===== config.mk =====
export PLATFORM = sky130hd
export DESIGN_NAME = des_retail_mac_core_flat
export DESIGN_NICKNAME = d
export VERILOG_FILES = /design/src/hw/rtl/drm_pkg.sv /design/src/hw/rtl/drm_stream_if.sv /design/src/hw/rtl/drm_front.sv /design/src/hw/rtl/drm_queue.sv /design/src/hw/rtl/drm_engine.sv /design/src/hw/rtl/des_retail_mac_core.sv /design/src/flat_wrapper.sv
export SDC_FILE = /design/constraint.sdc
export NUM_CORES = 2
export LEC_CHECK = 0
export BUFFER_PORTS_ARGS = -buffer_cell sky130_fd_sc_hd__buf_4
export CAP_MARGIN = 20
export CORE_MARGIN = 4
export CORE_UTILIZATION = 40
export DETAILED_ROUTE_END_ITERATION = 12
export GPL_TIMING_DRIVEN = 0
export PLACE_DENSITY = 0.55
export SLEW_MARGIN = 20
export SYNTH_ARGS = -nofsm -noshare
export SYNTH_HDL_FRONTEND = slang
export SYNTH_SLANG_ARGS = --single-unit

===== constraint.sdc =====
create_clock -name clk -period 7.52 [get_ports clk]
set_input_delay 1.128 -clock clk [delete_from_list [all_inputs] [get_ports clk]]
set_output_delay 1.128 -clock clk [all_outputs]
set_load 0.03 [all_outputs]

===== src/hw/rtl/drm_pkg.sv =====
// Package: DES tables, command types and helper functions for the retail MAC core.
`default_nettype none
package drm_pkg;

  localparam int unsigned KeyW = 64;
  localparam int unsigned BlkW = 64;
  localparam int unsigned QueueDepth = 2;

  typedef enum logic [1:0] {
    CMD_CHAIN,
    CMD_FINAL,
    CMD_FINAL_NOCHAIN
  } cmd_code_t;

  typedef struct packed {
    cmd_code_t         code;
    logic [BlkW-1:0]   block;
  } cmd_t;

  typedef logic [7:0] tbl64_t [64];
  typedef logic [7:0] tbl48_t [48];
  typedef logic [7:0] tbl56_t [56];
  typedef logic [7:0] tbl32_t [32];

  localparam tbl64_t T_IP = '{
    8'd58,8'd50,8'd42,8'd34,8'd26,8'd18,8'd10,8'd2,8'd60,8'd52,8'd44,8'd36,8'd28,8'd20,8'd12,8'd4,
    8'd62,8'd54,8'd46,8'd38,8'd30,8'd22,8'd14,8'd6,8'd64,8'd56,8'd48,8'd40,8'd32,8'd24,8'd16,8'd8,
    8'd57,8'd49,8'd41,8'd33,8'd25,8'd17,8'd9,8'd1,8'd59,8'd51,8'd43,8'd35,8'd27,8'd19,8'd11,8'd3,
    8'd61,8'd53,8'd45,8'd37,8'd29,8'd21,8'd13,8'd5,8'd63,8'd55,8'd47,8'd39,8'd31,8'd23,8'd15,8'd7};
  localparam tbl64_t T_FP = '{
    8'd40,8'd8,8'd48,8'd16,8'd56,8'd24,8'd64,8'd32,8'd39,8'd7,8'd47,8'd15,8'd55,8'd23,8'd63,8'd31,
    8'd38,8'd6,8'd46,8'd14,8'd54,8'd22,8'd62,8'd30,8'd37,8'd5,8'd45,8'd13,8'd53,8'd21,8'd61,8'd29,
    8'd36,8'd4,8'd44,8'd12,8'd52,8'd20,8'd60,8'd28,8'd35,8'd3,8'd43,8'd11,8'd51,8'd19,8'd59,8'd27,
    8'd34,8'd2,8'd42,8'd10,8'd50,8'd18,8'd58,8'd26,8'd33,8'd1,8'd41,8'd9,8'd49,8'd17,8'd57,8'd25};
  localparam tbl48_t T_E = '{
    8'd32,8'd1,8'd2,8'd3,8'd4,8'd5,8'd4,8'd5,8'd6,8'd7,8'd8,8'd9,8'd8,8'd9,8'd10,8'd11,
    8'd12,8'd13,8'd12,8'd13,8'd14,8'd15,8'd16,8'd17,8'd16,8'd17,8'd18,8'd19,8'd20,8'd21,
    8'd20,8'd21,8'd22,8'd23,8'd24,8'd25,8'd24,8'd25,8'd26,8'd27,8'd28,8'd29,8'd28,8'd29,
    8'd30,8'd31,8'd32,8'd1};
  localparam tbl32_t T_P = '{
    8'd16,8'd7,8'd20,8'd21,8'd29,8'd12,8'd28,8'd17,8'd1,8'd15,8'd23,8'd26,8'd5,8'd18,8'd31,8'd10,
    8'd2,8'd8,8'd24,8'd14,8'd32,8'd27,8'd3,8'd9,8'd19,8'd13,8'd30,8'd6,8'd22,8'd11,8'd4,8'd25};
  localparam tbl56_t T_PC1 = '{
    8'd57,8'd49,8'd41,8'd33,8'd25,8'd17,8'd9,8'd1,8'd58,8'd50,8'd42,8'd34,8'd26,8'd18,
    8'd10,8'd2,8'd59,8'd51,8'd43,8'd35,8'd27,8'd19,8'd11,8'd3,8'd60,8'd52,8'd44,8'd36,
    8'd63,8'd55,8'd47,8'd39,8'd31,8'd23,8'd15,8'd7,8'd62,8'd54,8'd46,8'd38,8'd30,8'd22,
    8'd14,8'd6,8'd61,8'd53,8'd45,8'd37,8'd29,8'd21,8'd13,8'd5,8'd28,8'd20,8'd12,8'd4};
  localparam tbl48_t T_PC2 = '{
    8'd14,8'd17,8'd11,8'd24,8'd1,8'd5,8'd3,8'd28,8'd15,8'd6,8'd21,8'd10,8'd23,8'd19,8'd12,8'd4,
    8'd26,8'd8,8'd16,8'd7,8'd27,8'd20,8'd13,8'd2,8'd41,8'd52,8'd31,8'd37,8'd47,8'd55,8'd30,8'd40,
    8'd51,8'd45,8'd33,8'd48,8'd44,8'd49,8'd39,8'd56,8'd34,8'd53,8'd46,8'd42,8'd50,8'd36,8'd29,8'd32};

  typedef logic [3:0] sbox_t [8][64];
  localparam sbox_t T_S = '{
    '{4'd14,4'd4,4'd13,4'd1,4'd2,4'd15,4'd11,4'd8,4'd3,4'd10,4'd6,4'd12,4'd5,4'd9,4'd0,4'd7,
      4'd0,4'd15,4'd7,4'd4,4'd14,4'd2,4'd13,4'd1,4'd10,4'd6,4'd12,4'd11,4'd9,4'd5,4'd3,4'd8,
      4'd4,4'd1,4'd14,4'd8,4'd13,4'd6,4'd2,4'd11,4'd15,4'd12,4'd9,4'd7,4'd3,4'd10,4'd5,4'd0,
      4'd15,4'd12,4'd8,4'd2,4'd4,4'd9,4'd1,4'd7,4'd5,4'd11,4'd3,4'd14,4'd10,4'd0,4'd6,4'd13},
    '{4'd15,4'd1,4'd8,4'd14,4'd6,4'd11,4'd3,4'd4,4'd9,4'd7,4'd2,4'd13,4'd12,4'd0,4'd5,4'd10,
      4'd3,4'd13,4'd4,4'd7,4'd15,4'd2,4'd8,4'd14,4'd12,4'd0,4'd1,4'd10,4'd6,4'd9,4'd11,4'd5,
      4'd0,4'd14,4'd7,4'd11,4'd10,4'd4,4'd13,4'd1,4'd5,4'd8,4'd12,4'd6,4'd9,4'd3,4'd2,4'd15,
      4'd13,4'd8,4'd10,4'd1,4'd3,4'd15,4'd4,4'd2,4'd11,4'd6,4'd7,4'd12,4'd0,4'd5,4'd14,4'd9},
    '{4'd10,4'd0,4'd9,4'd14,4'd6,4'd3,4'd15,4'd5,4'd1,4'd13,4'd12,4'd7,4'd11,4'd4,4'd2,4'd8,
      4'd13,4'd7,4'd0,4'd9,4'd3,4'd4,4'd6,4'd10,4'd2,4'd8,4'd5,4'd14,4'd12,4'd11,4'd15,4'd1,
      4'd13,4'd6,4'd4,4'd9,4'd8,4'd15,4'd3,4'd0,4'd11,4'd1,4'd2,4'd12,4'd5,4'd10,4'd14,4'd7,
      4'd1,4'd10,4'd13,4'd0,4'd6,4'd9,4'd8,4'd7,4'd4,4'd15,4'd14,4'd3,4'd11,4'd5,4'd2,4'd12},
    '{4'd7,4'd13,4'd14,4'd3,4'd0,4'd6,4'd9,4'd10,4'd1,4'd2,4'd8,4'd5,4'd11,4'd12,4'd4,4'd15,
      4'd13,4'd8,4'd11,4'd5,4'd6,4'd15,4'd0,4'd3,4'd4,4'd7,4'd2,4'd12,4'd1,4'd10,4'd14,4'd9,
      4'd10,4'd6,4'd9,4'd0,4'd12,4'd11,4'd7,4'd13,4'd15,4'd1,4'd3,4'd14,4'd5,4'd2,4'd8,4'd4,
      4'd3,4'd15,4'd0,4'd6,4'd10,4'd1,4'd13,4'd8,4'd9,4'd4,4'd5,4'd11,4'd12,4'd7,4'd2,4'd14},
    '{4'd2,4'd12,4'd4,4'd1,4'd7,4'd10,4'd11,4'd6,4'd8,4'd5,4'd3,4'd15,4'd13,4'd0,4'd14,4'd9,
      4'd14,4'd11,4'd2,4'd12,4'd4,4'd7,4'd13,4'd1,4'd5,4'd0,4'd15,4'd10,4'd3,4'd9,4'd8,4'd6,
      4'd4,4'd2,4'd1,4'd11,4'd10,4'd13,4'd7,4'd8,4'd15,4'd9,4'd12,4'd5,4'd6,4'd3,4'd0,4'd14,
      4'd11,4'd8,4'd12,4'd7,4'd1,4'd14,4'd2,4'd13,4'd6,4'd15,4'd0,4'd9,4'd10,4'd4,4'd5,4'd3},
    '{4'd12,4'd1,4'd10,4'd15,4'd9,4'd2,4'd6,4'd8,4'd0,4'd13,4'd3,4'd4,4'd14,4'd7,4'd5,4'd11,
      4'd10,4'd15,4'd4,4'd2,4'd7,4'd12,4'd9,4'd5,4'd6,4'd1,4'd13,4'd14,4'd0,4'd11,4'd3,4'd8,
      4'd9,4'd14,4'd15,4'd5,4'd2,4'd8,4'd12,4'd3,4'd7,4'd0,4'd4,4'd10,4'd1,4'd13,4'd11,4'd6,
      4'd4,4'd3,4'd2,4'd12,4'd9,4'd5,4'd15,4'd10,4'd11,4'd14,4'd1,4'd7,4'd6,4'd0,4'd8,4'd13},
    '{4'd4,4'd11,4'd2,4'd14,4'd15,4'd0,4'd8,4'd13,4'd3,4'd12,4'd9,4'd7,4'd5,4'd10,4'd6,4'd1,
      4'd13,4'd0,4'd11,4'd7,4'd4,4'd9,4'd1,4'd10,4'd14,4'd3,4'd5,4'd12,4'd2,4'd15,4'd8,4'd6,
      4'd1,4'd4,4'd11,4'd13,4'd12,4'd3,4'd7,4'd14,4'd10,4'd15,4'd6,4'd8,4'd0,4'd5,4'd9,4'd2,
      4'd6,4'd11,4'd13,4'd8,4'd1,4'd4,4'd10,4'd7,4'd9,4'd5,4'd0,4'd15,4'd14,4'd2,4'd3,4'd12},
    '{4'd13,4'd2,4'd8,4'd4,4'd6,4'd15,4'd11,4'd1,4'd10,4'd9,4'd3,4'd14,4'd5,4'd0,4'd12,4'd7,
      4'd1,4'd15,4'd13,4'd8,4'd10,4'd3,4'd7,4'd4,4'd12,4'd5,4'd6,4'd11,4'd0,4'd14,4'd9,4'd2,
      4'd7,4'd11,4'd4,4'd1,4'd9,4'd12,4'd14,4'd2,4'd0,4'd6,4'd10,4'd13,4'd15,4'd3,4'd5,4'd8,
      4'd2,4'd1,4'd14,4'd7,4'd4,4'd10,4'd8,4'd13,4'd15,4'd12,4'd9,4'd0,4'd3,4'd5,4'd6,4'd11}};

  function automatic logic [63:0] perm_ip(input logic [63:0] x);
    logic [63:0] r;
    for (int i = 0; i < 64; i++) r[63-i] = x[64 - int'(T_IP[i])];
    return r;
  endfunction

  function automatic logic [63:0] perm_fp(input logic [63:0] x);
    logic [63:0] r;
    for (int i = 0; i < 64; i++) r[63-i] = x[64 - int'(T_FP[i])];
    return r;
  endfunction

  function automatic logic [55:0] perm_pc1(input logic [63:0] x);
    logic [55:0] r;
    for (int i = 0; i < 56; i++) r[55-i] = x[64 - int'(T_PC1[i])];
    return r;
  endfunction

  function automatic logic [47:0] perm_pc2(input logic [55:0] x);
    logic [47:0] r;
    for (int i = 0; i < 48; i++) r[47-i] = x[56 - int'(T_PC2[i])];
    return r;
  endfunction

  function automatic logic [31:0] feistel(input logic [31:0] r, input logic [47:0] sub);
    logic [47:0] x;
    logic [31:0] o;
    logic [31:0] p;
    logic [5:0]  b;
    for (int i = 0; i < 48; i++) x[47-i] = r[32 - int'(T_E[i])];
    x = x ^ sub;
    for (int i = 0; i < 8; i++) begin
      b = x[47-6*i -: 6];
      o[31-4*i -: 4] = T_S[i][{b[5], b[0], b[4:1]}];
    end
    for (int i = 0; i < 32; i++) p[31-i] = o[32 - int'(T_P[i])];
    return p;
  endfunction

endpackage
`default_nettype wire


===== src/hw/rtl/drm_stream_if.sv =====
// Interface: valid/ready stream channel with a generic payload.
`default_nettype none
interface drm_stream_if #(parameter int unsigned W = 8);
  logic         valid;
  logic         ready;
  logic [W-1:0] data;
  modport source (output valid, output data, input ready);
  modport sink (input valid, input data, output ready);
endinterface
`default_nettype wire


===== src/hw/rtl/drm_front.sv =====
// Front end: pack bytes into blocks and issue chain and finish commands.
`default_nettype none
module drm_front (
  input  wire logic          clk,
  input  wire logic          rst,
  input  wire logic          pad_enable,
  input  wire logic          in_valid,
  output logic               in_ready,
  input  wire logic [7:0]    data_byte,
  input  wire logic          last_byte,
  output drm_pkg::cmd_t      cmd,
  output logic               cmd_valid,
  input  wire logic          cmd_ready
);
  import drm_pkg::*;

  logic [63:0] block_buffer;
  logic [2:0]  byte_position;
  logic        pend_valid;
  cmd_t        pend;
  logic [63:0] merged;
  logic        take;
  logic        out_free;

  // A second command is pending when a full block also ends a padded message.
  assign out_free = !cmd_valid || cmd_ready;
  assign in_ready = !pend_valid && out_free;
  assign take = in_valid && in_ready;

  always_comb begin
    merged = block_buffer;
    merged[63 - 8*byte_position -: 8] = data_byte;
  end

  always_ff @(posedge clk) begin
    if (rst) begin
      block_buffer <= '0;
      byte_position <= '0;
      pend_valid <= 1'b0;
      cmd_valid <= 1'b0;
    end else begin
      if (out_free) begin
        cmd_valid <= 1'b0;
        if (pend_valid) begin
          cmd <= pend;
          cmd_valid <= 1'b1;
          pend_valid <= 1'b0;
        end
      end
      if (take) begin
        if (byte_position == 3'd7) begin
          cmd.block <= merged;
          cmd_valid <= 1'b1;
          block_buffer <= '0;
          byte_position <= '0;
          if (!last_byte) begin
            cmd.code <= CMD_CHAIN;
          end else if (pad_enable) begin
            cmd.code <= CMD_CHAIN;
            pend.code <= CMD_FINAL;
            pend.block <= {8'h80, 56'd0};
            pend_valid <= 1'b1;
          end else begin
            cmd.code <= CMD_FINAL;
          end
        end else if (last_byte) begin
          cmd_valid <= 1'b1;
          block_buffer <= '0;
          byte_position <= '0;
          if (pad_enable) begin
            cmd.code <= CMD_FINAL;
            cmd.block <= merged | ({8'h80, 56'd0} >> (8*(byte_position + 3'd1)));
          end else begin
            cmd.code <= CMD_FINAL_NOCHAIN;
            cmd.block <= '0;
          end
        end else begin
          block_buffer <= merged;
          byte_position <= byte_position + 3'd1;
        end
      end
    end
  end
endmodule
`default_nettype wire


===== src/hw/rtl/drm_queue.sv =====
// Queue: short command FIFO between front end and DES engine.
`default_nettype none
module drm_queue (
  input  wire logic     clk,
  input  wire logic     rst,
  input  drm_pkg::cmd_t wr_cmd,
  input  wire logic     wr_valid,
  output logic          wr_ready,
  output drm_pkg::cmd_t rd_cmd,
  output logic          rd_valid,
  input  wire logic     rd_ready
);
  import drm_pkg::*;

  cmd_t       slots [QueueDepth];
  logic [0:0] wr_ptr;
  logic [0:0] rd_ptr;
  logic [1:0] count;
  logic       push;
  logic       pop;

  assign wr_ready = count != 2'(QueueDepth);
  assign rd_valid = count != 2'd0;
  assign rd_cmd = slots[rd_ptr];
  assign push = wr_valid && wr_ready;
  assign pop = rd_valid && rd_ready;

  always_ff @(posedge clk) begin
    if (rst) begin
      wr_ptr <= '0;
      rd_ptr <= '0;
      count <= '0;
    end else begin
      if (push) begin
        slots[wr_ptr] <= wr_cmd;
        wr_ptr <= wr_ptr + 1'b1;
      end
      if (pop) rd_ptr <= rd_ptr + 1'b1;
      count <= count + 2'(push) - 2'(pop);
    end
  end
endmodule
`default_nettype wire


===== src/hw/rtl/drm_engine.sv =====
// Back end: iterative DES round unit running the chain and the final 2-key step.
`default_nettype none
module drm_engine (
  input  wire logic          clk,
  input  wire logic          rst,
  input  wire logic [63:0]   key_first,
  input  wire logic [63:0]   key_second,
  input  drm_pkg::cmd_t      cmd,
  input  wire logic          cmd_valid,
  output logic               cmd_ready,
  output logic               mac_valid,
  input  wire logic          mac_ready,
  output logic [63:0]        mac
);
  import drm_pkg::*;

  typedef enum logic [1:0] {S_IDLE, S_RUN, S_OUT} state_t;
  typedef enum logic [1:0] {P_CHAIN, P_DEC, P_ENC} phase_t;

  state_t      state;
  phase_t      phase;
  logic        fin;
  logic [3:0]  round;
  logic [31:0] l;
  logic [31:0] r;
  logic [27:0] c;
  logic [27:0] d;
  logic        dec;
  logic [63:0] chain_value;
  logic [63:0] result;
  logic [27:0] c_rot;
  logic [27:0] d_rot;
  logic [27:0] c_use;
  logic [27:0] d_use;
  logic [47:0] sub;
  logic [31:0] r_next;
  logic [63:0] des_out;
  logic        one_shift;
  logic        next_one;

  assign one_shift = round == 4'd0 || round == 4'd1 || round == 4'd8 || round == 4'd15;
  assign next_one = round == 4'd15 || round == 4'd0 || round == 4'd7 || round == 4'd14;

  // Encrypt rotates left before each round; decrypt uses the key as is, then rotates right.
  always_comb begin
    c_rot = one_shift ? {c[26:0], c[27]} : {c[25:0], c[27:26]};
    d_rot = one_shift ? {d[26:0], d[27]} : {d[25:0], d[27:26]};
    c_use = dec ? c : c_rot;
    d_use = dec ? d : d_rot;
    sub = perm_pc2({c_use, d_use});
    r_next = l ^ feistel(r, sub);
    des_out = perm_fp({r_next, r});
  end

  assign cmd_ready = state == S_IDLE;

  always_ff @(posedge clk) begin
    logic [55:0] cd;
    logic [63:0] ip;
    if (rst) begin
      state <= S_IDLE;
      mac_valid <= 1'b0;
      chain_value <= '0;
    end else begin
      if (mac_valid && mac_ready) mac_valid <= 1'b0;
      case (state)
        S_IDLE: begin
          if (cmd_valid && cmd_ready) begin
            fin <= cmd.code != CMD_CHAIN;
            round <= '0;
            cd = perm_pc1(key_first);
            if (cmd.code == CMD_FINAL_NOCHAIN) begin
              cd = perm_pc1(key_second);
              ip = perm_ip(chain_value);
              phase <= P_DEC;
              dec <= 1'b1;
            end else begin
              ip = perm_ip(chain_value ^ cmd.block);
              phase <= P_CHAIN;
              dec <= 1'b0;
            end
            c <= cd[55:28];
            d <= cd[27:0];
            l <= ip[63:32];
            r <= ip[31:0];
            state <= S_RUN;
          end
        end
        S_RUN: begin
          l <= r;
          r <= r_next;
          if (dec) begin
            c <= round == 4'd15 ? c
                 : (next_one ? {c[0], c[27:1]} : {c[1:0], c[27:2]});
            d <= round == 4'd15 ? d
                 : (next_one ? {d[0], d[27:1]} : {d[1:0], d[27:2]});
          end else begin
            c <= c_rot;
            d <= d_rot;
          end
          round <= round + 4'd1;
          if (round == 4'd15) begin
            round <= '0;
            case (phase)
              P_CHAIN: begin
                if (fin) begin
                  cd = perm_pc1(key_second);
                  ip = perm_ip(des_out);
                  c <= cd[55:28];
                  d <= cd[27:0];
                  l <= ip[63:32];
                  r <= ip[31:0];
                  phase <= P_DEC;
                  dec <= 1'b1;
                end else begin
                  chain_value <= des_out;
                  state <= S_IDLE;
                end
              end
              P_DEC: begin
                cd = perm_pc1(key_first);
                ip = perm_ip(des_out);
                c <= cd[55:28];
                d <= cd[27:0];
                l <= ip[63:32];
                r <= ip[31:0];
                phase <= P_ENC;
                dec <= 1'b0;
              end
              default: begin
                result <= des_out;
                chain_value <= '0;
                state <= S_OUT;
              end
            endcase
          end
        end
        S_OUT: begin
          if (!mac_valid || mac_ready) begin
            mac <= result;
            mac_valid <= 1'b1;
            state <= S_IDLE;
          end
        end
        default: state <= S_IDLE;
      endcase
    end
  end
endmodule
`default_nettype wire


===== src/hw/rtl/des_retail_mac_core.sv =====
// Top level: ISO 9797-1 algorithm 3 retail MAC over a byte stream.
//
// Bytes enter on in_ch (data_byte, last_byte); one 64-bit MAC leaves on
// out_ch per message, after the beat that carries last_byte.
// The front end packs bytes into 8-byte blocks and queues chain or finish
// commands; the back end runs one DES round per cycle on a shared round
// unit. The front end keeps taking bytes while the engine works, until the
// queue is full. The MAC for a message follows the DES passes of its final
// command (a chain pass if it carries a block, a decrypt with key_second, an
// encrypt with key_first) and of any block queued ahead of it.
// Configuration writes (cfg_we, cfg_index, cfg_data) to a key take effect
// at the next DES pass that loads that key, and to pad_enable at the next
// last byte. After reset the keys are zero and padding is on.
// When out_ch stalls, the MAC is held and the engine keeps chaining blocks;
// it stops only when the next MAC is ready, then the queue and in_ch back up.
`default_nettype none
module des_retail_mac_core (
  input  wire logic        clk,
  input  wire logic        rst,
  input  wire logic        cfg_we,
  input  wire logic [1:0]  cfg_index,
  input  wire logic [63:0] cfg_data,
  drm_stream_if.sink       in_ch,
  drm_stream_if.source     out_ch
);
  import drm_pkg::*;

  localparam logic [1:0] RegKeyFirst = 2'd0;
  localparam logic [1:0] RegKeySecond = 2'd1;
  localparam logic [1:0] RegPadEnable = 2'd2;

  logic [63:0] key_first;
  logic [63:0] key_second;
  logic        pad_enable;
  cmd_t        f_cmd;
  logic        f_valid;
  logic        f_ready;
  cmd_t        q_cmd;
  logic        q_valid;
  logic        q_ready;

  always_ff @(posedge clk) begin
    if (rst) begin
      key_first <= '0;
      key_second <= '0;
      pad_enable <= 1'b1;
    end else if (cfg_we) begin
      case (cfg_index)
        RegKeyFirst: key_first <= cfg_data;
        RegKeySecond: key_second <= cfg_data;
        RegPadEnable: pad_enable <= cfg_data[0];
        default: ;
      endcase
    end
  end

  drm_front u_front (
    .clk(clk), .rst(rst), .pad_enable(pad_enable),
    .in_valid(in_ch.valid), .in_ready(in_ch.ready),
    .data_byte(in_ch.data[7:0]), .last_byte(in_ch.data[8]),
    .cmd(f_cmd), .cmd_valid(f_valid), .cmd_ready(f_ready)
  );

  drm_queue u_queue (
    .clk(clk), .rst(rst),
    .wr_cmd(f_cmd), .wr_valid(f_valid), .wr_ready(f_ready),
    .rd_cmd(q_cmd), .rd_valid(q_valid), .rd_ready(q_ready)
  );

  drm_engine u_engine (
    .clk(clk), .rst(rst), .key_first(key_first), .key_second(key_second),
    .cmd(q_cmd), .cmd_valid(q_valid), .cmd_ready(q_ready),
    .mac_valid(out_ch.valid), .mac_ready(out_ch.ready), .mac(out_ch.data)
  );
endmodule
`default_nettype wire


===== src/flat_wrapper.sv =====
// flat-port wrapper written by rule: the top's interface ports become plain ports
module des_retail_mac_core_flat import drm_pkg::*;
  (clk, rst, cfg_we, cfg_index, cfg_data, in_ch_valid, in_ch_data, in_ch_ready, out_ch_valid, out_ch_data, out_ch_ready);
  drm_stream_if #(.W(9)) in_ch_i ();
  drm_stream_if #(.W(64)) out_ch_i ();
  input  wire logic clk;
  input  wire logic rst;
  input  wire logic cfg_we;
  input  wire logic [1:0] cfg_index;
  input  wire logic [63:0] cfg_data;
  input wire logic [$bits(in_ch_i.valid)-1:0] in_ch_valid;
  input wire logic [$bits(in_ch_i.data)-1:0] in_ch_data;
  output wire logic [$bits(in_ch_i.ready)-1:0] in_ch_ready;
  output wire logic [$bits(out_ch_i.valid)-1:0] out_ch_valid;
  output wire logic [$bits(out_ch_i.data)-1:0] out_ch_data;
  input wire logic [$bits(out_ch_i.ready)-1:0] out_ch_ready;
  assign in_ch_i.valid = in_ch_valid;
  assign in_ch_i.data = in_ch_data;
  assign in_ch_ready = in_ch_i.ready;
  assign out_ch_valid = out_ch_i.valid;
  assign out_ch_data = out_ch_i.data;
  assign out_ch_i.ready = out_ch_ready;
  des_retail_mac_core u_core (.clk(clk), .rst(rst), .cfg_we(cfg_we), .cfg_index(cfg_index), .cfg_data(cfg_data), .in_ch(in_ch_i), .out_ch(out_ch_i));
endmodule

==> report_table.html <==
<table>
<tr><th>Metric</th><th>Value</th></tr>
<tr><th colspan="2">Outcome</th></tr>
<tr><td>Outcome</td><td>complete, no violations</td></tr>
<tr><th colspan="2">Worst setup path</th></tr>
<tr><td>Max incr delay on CP</td><td>0.86 ns</td></tr>
<tr><td>Buffers and inverters on the worst path</td><td>6</td></tr>
<tr><td>Logic depth of the worst path, buffers included</td><td>14</td></tr>
<tr><td>Crit path max fanout</td><td>11</td></tr>
<tr><td>List of cells traversed by the critical path</td><td>buf_2 &gt; buf_2 &gt; buf_4 &gt; buf_2 &gt; clkbuf_1 &gt; a221oi_1 &gt; xor2_1 &gt; ha_1 &gt; clkbuf_1 &gt; xnor2_1 &gt; a2111oi_0 &gt; nand3b_1 &gt; xor2_1 &gt; o22ai_1</td></tr>
<tr><td>Critical path startpoint category</td><td>flop</td></tr>
<tr><td>Critical path arrival</td><td>7.16 ns</td></tr>
<tr><td>Critical path data required time</td><td>7.84 ns</td></tr>
<tr><td>Sort of element at the end of the critical path</td><td>flop</td></tr>
<tr><td>Kind of cell adding the most delay to the critical path</td><td>buffers and inverters</td></tr>
<tr><td>Critical setup path kind</td><td>reg -&gt; reg</td></tr>
<tr><td>Worst r2r path cells</td><td>14</td></tr>
<tr><td>Worst-path cell with the longest stage delay</td><td>xor2_1</td></tr>
<tr><td>Cell mode on critical path</td><td>buf_2</td></tr>
<tr><th colspan="2">Cells and area</th></tr>
<tr><td>Net total in the final layout</td><td>4597</td></tr>
<tr><td>Layout area overhead</td><td>14.53%</td></tr>
<tr><td>Count of filler cells inserted in the layout</td><td>9292</td></tr>
<tr><td>Leading cell types in the layout, fill and taps excluded</td><td>nand2_1 (694), edfxtp_1 (453), nor2_1 (447)</td></tr>
<tr><td>Layout cells sized above 1</td><td>10.14%</td></tr>
<tr><td>Most common library cell in the layout ignoring fill and taps</td><td>nand2_1</td></tr>
<tr><th colspan="2">Synthesis</th></tr>
<tr><td>Synthesized Nets</td><td>4343</td></tr>
<tr><td>Post-Synth Adder-Cell Area</td><td>2.423%</td></tr>
<tr><td>Part of the Yosys area used for sequential elements</td><td>48.37%</td></tr>
<tr><td>Mux cell area share after synthesis</td><td>3.627%</td></tr>
<tr><td>Share of flip-flops with an asynchronous set or reset</td><td>0%</td></tr>
<tr><td>Count of synthesis-stage warnings from yosys</td><td>0</td></tr>
<tr><td>Number of enable flip-flop cells after synthesis</td><td>453</td></tr>
<tr><td>Share of the synthesized netlist area taken by xor and xnor gates</td><td>3.909%</td></tr>
<tr><td>Most instantiated flip-flop cell in the synthesis netlist</td><td>edfxtp_1</td></tr>
<tr><td>Main combinational cell family by area after synthesis</td><td>compound AO/OA/AOI/OAI gates</td></tr>
<tr><td>Average size of a mapped cell</td><td>9.222 µm²</td></tr>
<tr><td>Summed instance area of the synthesized netlist</td><td>38630 µm²</td></tr>
<tr><td>Yosys cell types</td><td>97</td></tr>
<tr><td>Synth Area in Compound Gates</td><td>21.57%</td></tr>
<tr><td>Count of mapped cells out of synthesis</td><td>4189</td></tr>
<tr><td>Post-synthesis simple-gate area fraction</td><td>15.57%</td></tr>
<tr><td>Yosys reg bits</td><td>707</td></tr>
<tr><th colspan="2">Run</th></tr>
<tr><td>Count of maximum capacitance violations</td><td>0</td></tr>
<tr><th colspan="2">Placed design</th></tr>
<tr><td>Weighted congestion at the end of routability-driven global placement</td><td>1.046</td></tr>
<tr><td>Half-perimeter wire length of the detailed placement result</td><td>119700 µm</td></tr>
<tr><td>Pre-CTS setup slack</td><td>1.071 ns</td></tr>
<tr><td>PortBufs</td><td>137</td></tr>
<tr><th colspan="2">Global routing</th></tr>
<tr><td>Pin count of the biggest net entering global routing</td><td>53</td></tr>
<tr><td>Global-route wire length before repair</td><td>225400 µm</td></tr>
<tr><td>Global-route usage over all layers</td><td>29.61%</td></tr>
<tr><td>Residual overflow from global routing</td><td>0</td></tr>
<tr><td>Antenna violations before repair</td><td>1</td></tr>
<tr><td>Number of global-route vias before repair</td><td>31860</td></tr>
<tr><th colspan="2">STA</th></tr>
<tr><td>Slew @ Worst Pin</td><td>1.273 ns</td></tr>
<tr><td>Relative max-transition margin</td><td>14.91%</td></tr>
<tr><td>Fin Clk Skew</td><td>0.07408 ns</td></tr>
<tr><td>Final Hold Violating Endpoints</td><td>0</td></tr>
<tr><td>Worst setup margin</td><td>0.6833 ns</td></tr>
<tr><td>Unrepaired setup endpoints after global routing</td><td>no</td></tr>
<tr><td>Final-report max-slew violation count</td><td>0</td></tr>
<tr><td>FMAX</td><td>146.3 MHz</td></tr>
<tr><td>Part of the cycle the worst path needs</td><td>90.91%</td></tr>
<tr><td>Final setup violation count</td><td>0</td></tr>
<tr><td>Period minus WS final</td><td>6.837 ns</td></tr>
<tr><th colspan="2">Detailed routing</th></tr>
<tr><td>Residual DRC count</td><td>0</td></tr>
<tr><td>Final antenna-violating net count</td><td>0</td></tr>
<tr><td>Final routed wire length divided by cell count</td><td>27.11 µm</td></tr>
<tr><td>Initial DRT Pass Iterations</td><td>6</td></tr>
<tr><td>Total Routed Length</td><td>156500 µm</td></tr>
<tr><td>Initial DRC Count</td><td>4722</td></tr>
<tr><td>DR vias/cell</td><td>6.033</td></tr>
<tr><td>Number of vias after detailed routing</td><td>34820</td></tr>
<tr><th colspan="2">Clocking</th></tr>
<tr><td>Clock slew at reported path FFs</td><td>0.09 ns</td></tr>
<tr><td>Number of setup buffers added after CTS</td><td>0</td></tr>
<tr><td>Clock latency of the later-clocked register in the worst-skew pair</td><td>0.71 ns</td></tr>
<tr><td>Longest Clk Path Bufs</td><td>3</td></tr>
<tr><td>Clk Tree Root Cell</td><td>clkbuf_16</td></tr>
<tr><td>Quantity of gates resized following cts</td><td>0</td></tr>
<tr><td>Depth of the CTS H-tree</td><td>3</td></tr>
<tr><td>Clock buffers created by TritonCTS</td><td>79</td></tr>
<tr><td>Sinks on the clock net</td><td>707</td></tr>
<tr><td>CTS tree</td><td>yes</td></tr>
<tr><td>Quantity of hold-fixing buffers added after cts</td><td>0</td></tr>
<tr><th colspan="2">Die</th></tr>
<tr><td>Horiz. Die Dim</td><td>318.8 µm</td></tr>
<tr><td>IO Count</td><td>146</td></tr>
<tr><td>Num rows</td><td>113</td></tr>
<tr><td>Die Area</td><td>101600 µm²</td></tr>
<tr><td>Core region area</td><td>95440 µm²</td></tr>
<tr><td>Starting density of the core</td><td>40.48%</td></tr>
<tr><td>Height of the die</td><td>318.8 µm</td></tr>
<tr><th colspan="2">Power</th></tr>
<tr><td>Combinational power share</td><td>57.7%</td></tr>
<tr><td>Sw Pwr</td><td>0.01133 W</td></tr>
<tr><td>Leakage power</td><td>15.32 nW</td></tr>
<tr><td>Final Power</td><td>0.02236 W</td></tr>
<tr><td>Share of power burned in the clock network</td><td>17.5%</td></tr>
<tr><td>Power density normalized to cell area</td><td>505.5 nW/µm²</td></tr>
<tr><td>Sequential group share of total power</td><td>24.8%</td></tr>
<tr><td>Peak ir drop on the vdd network</td><td>0.0002221 V</td></tr>
<tr><td>Int Pwr</td><td>0.01104 W</td></tr>
<tr><td>Sw frac</td><td>50.65%</td></tr>
<tr><th colspan="2">Hold path</th></tr>
<tr><td>Worst min-delay path class</td><td>reg -&gt; reg</td></tr>
<tr><td>Worst hold path depth</td><td>0</td></tr>
</table>
[final timing paths]
kind                                   start                       to  slack, ns
setup / recovery    u_core.u_engine.phase[0]    u_core.u_engine.l[10]       0.68
hold / removal    u_core.u_engine.result[23]  u_core.u_engine.mac[23]       0.39
setup reg to reg    u_core.u_engine.phase[0]    u_core.u_engine.l[10]       0.68
hold reg to reg   u_core.u_engine.result[23]  u_core.u_engine.mac[23]       0.39
[final cells by class]
cell class | count | area [µm²] | area share, %
repair buffers | 173 | 1385 | 3.131
multi-input cells | 3055 | 18250 | 41.26
inverters | 99 | 376.6 | 0.8512
well taps | 1265 | 1583 | 3.577
clock inverters | 41 | 437.9 | 0.9898
diodes | 1 | 2.502 | 0.005656
plain buffers | 328 | 1379 | 3.116
flip-flops and latches | 707 | 18690 | 42.24
clock buffers | 103 | 2138 | 4.833
[layer usage]
| metal | vias up | global-route usage (%) | wire (µm) |
|---|---|---|---|
| met5 | - | 0 | 17 |
| met4 | 2 | 12.40 | 7641 |
| met2 | 1865 | 41.80 | 63860 |
| li1 | 15810 | - | - |
| met3 | 330 | 6.627 | 16010 |
| met1 | 16820 | 43.59 | 68940 |
[flip-flops by register name (all words and copies together), names as in the netlist, 2 cells and up, named ones only]
name,count
u_core.u_engine.r,32
u_core.u_engine.round,4
u_core.u_queue.count,2
u_core.u_front.byte_position,3
u_core.u_engine.phase,2
u_core.key_second,56
u_core.key_first,56
u_core.u_engine.d,28
u_core.u_engine.mac,64
u_core.u_queue.slots,132
u_core.u_engine.chain_value,64
u_core.u_front.cmd,66
u_core.u_engine.c,28
u_core.u_engine.l,32
u_core.u_engine.result,64
u_core.u_engine.state,2
u_core.u_front.block_buffer,64
[synthesized netlist by cell type, types with 40 or more instances]
library cell	number	area [µm²]
a22oi_1	76	570.6
o21ai_0	211	1056
a21oi_1	410	2052
nand2_1	694	2605
nor2_1	448	1682
ha_1	74	925.9
clkbuf_1	225	844.6
nand3_1	79	395.4
inv_1	89	334.1
o211ai_1	89	668.1
xnor2_1	67	586.8
xor2_1	80	700.7
edfxtp_1	453	13600
nor3_1	59	295.3
buf_2	49	245.2
a31oi_1	78	488.0
mux2i_1	113	1131
dfxtp_1	254	5085
buf_1	40	150.1
[power groups by stage]
stage	Clock, W	Combinational, W	Sequential (W)
floorplan	0	0.00811	0.00520
global placement	0	0.0125	0.00559
detailed placement	0	0.0125	0.00556
CTS	0.00397	0.0126	0.00548
global route	0.00413	0.0137	0.00552
finish	0.00392	0.0129	0.00554
[cells by family after synthesis]
logic type	Yosys count
xor+xnor	160
flops	707
mux	130
compound gates	1253
buf+inv	427
simple gates	1437
fa+ha+maj	75
[per-stage QoR]
| stage | area, µm² | instances | hold slack [ns] | setup TNS (ns) | utilization [%] |
|---|---|---|---|---|---|
| final | 44240 | 5772 | 0.3938 | 0 | 46.36 |
| after global routing | 44240 | 5771 | 0.4176 | 0 | 46.36 |
| after CTS | 44240 | 5771 | 0.4001 | 0 | 46.36 |
| after detailed placement | 41660 | 5627 | 0.4045 | 0 | 43.66 |
| after global placement | 41240 | 5591 | 0.4011 | -644.23 | 43.22 |
| after floorplan | 38630 | 4189 | 0.4003 | 0 | - |
Power figures use the tool's default switching activity.
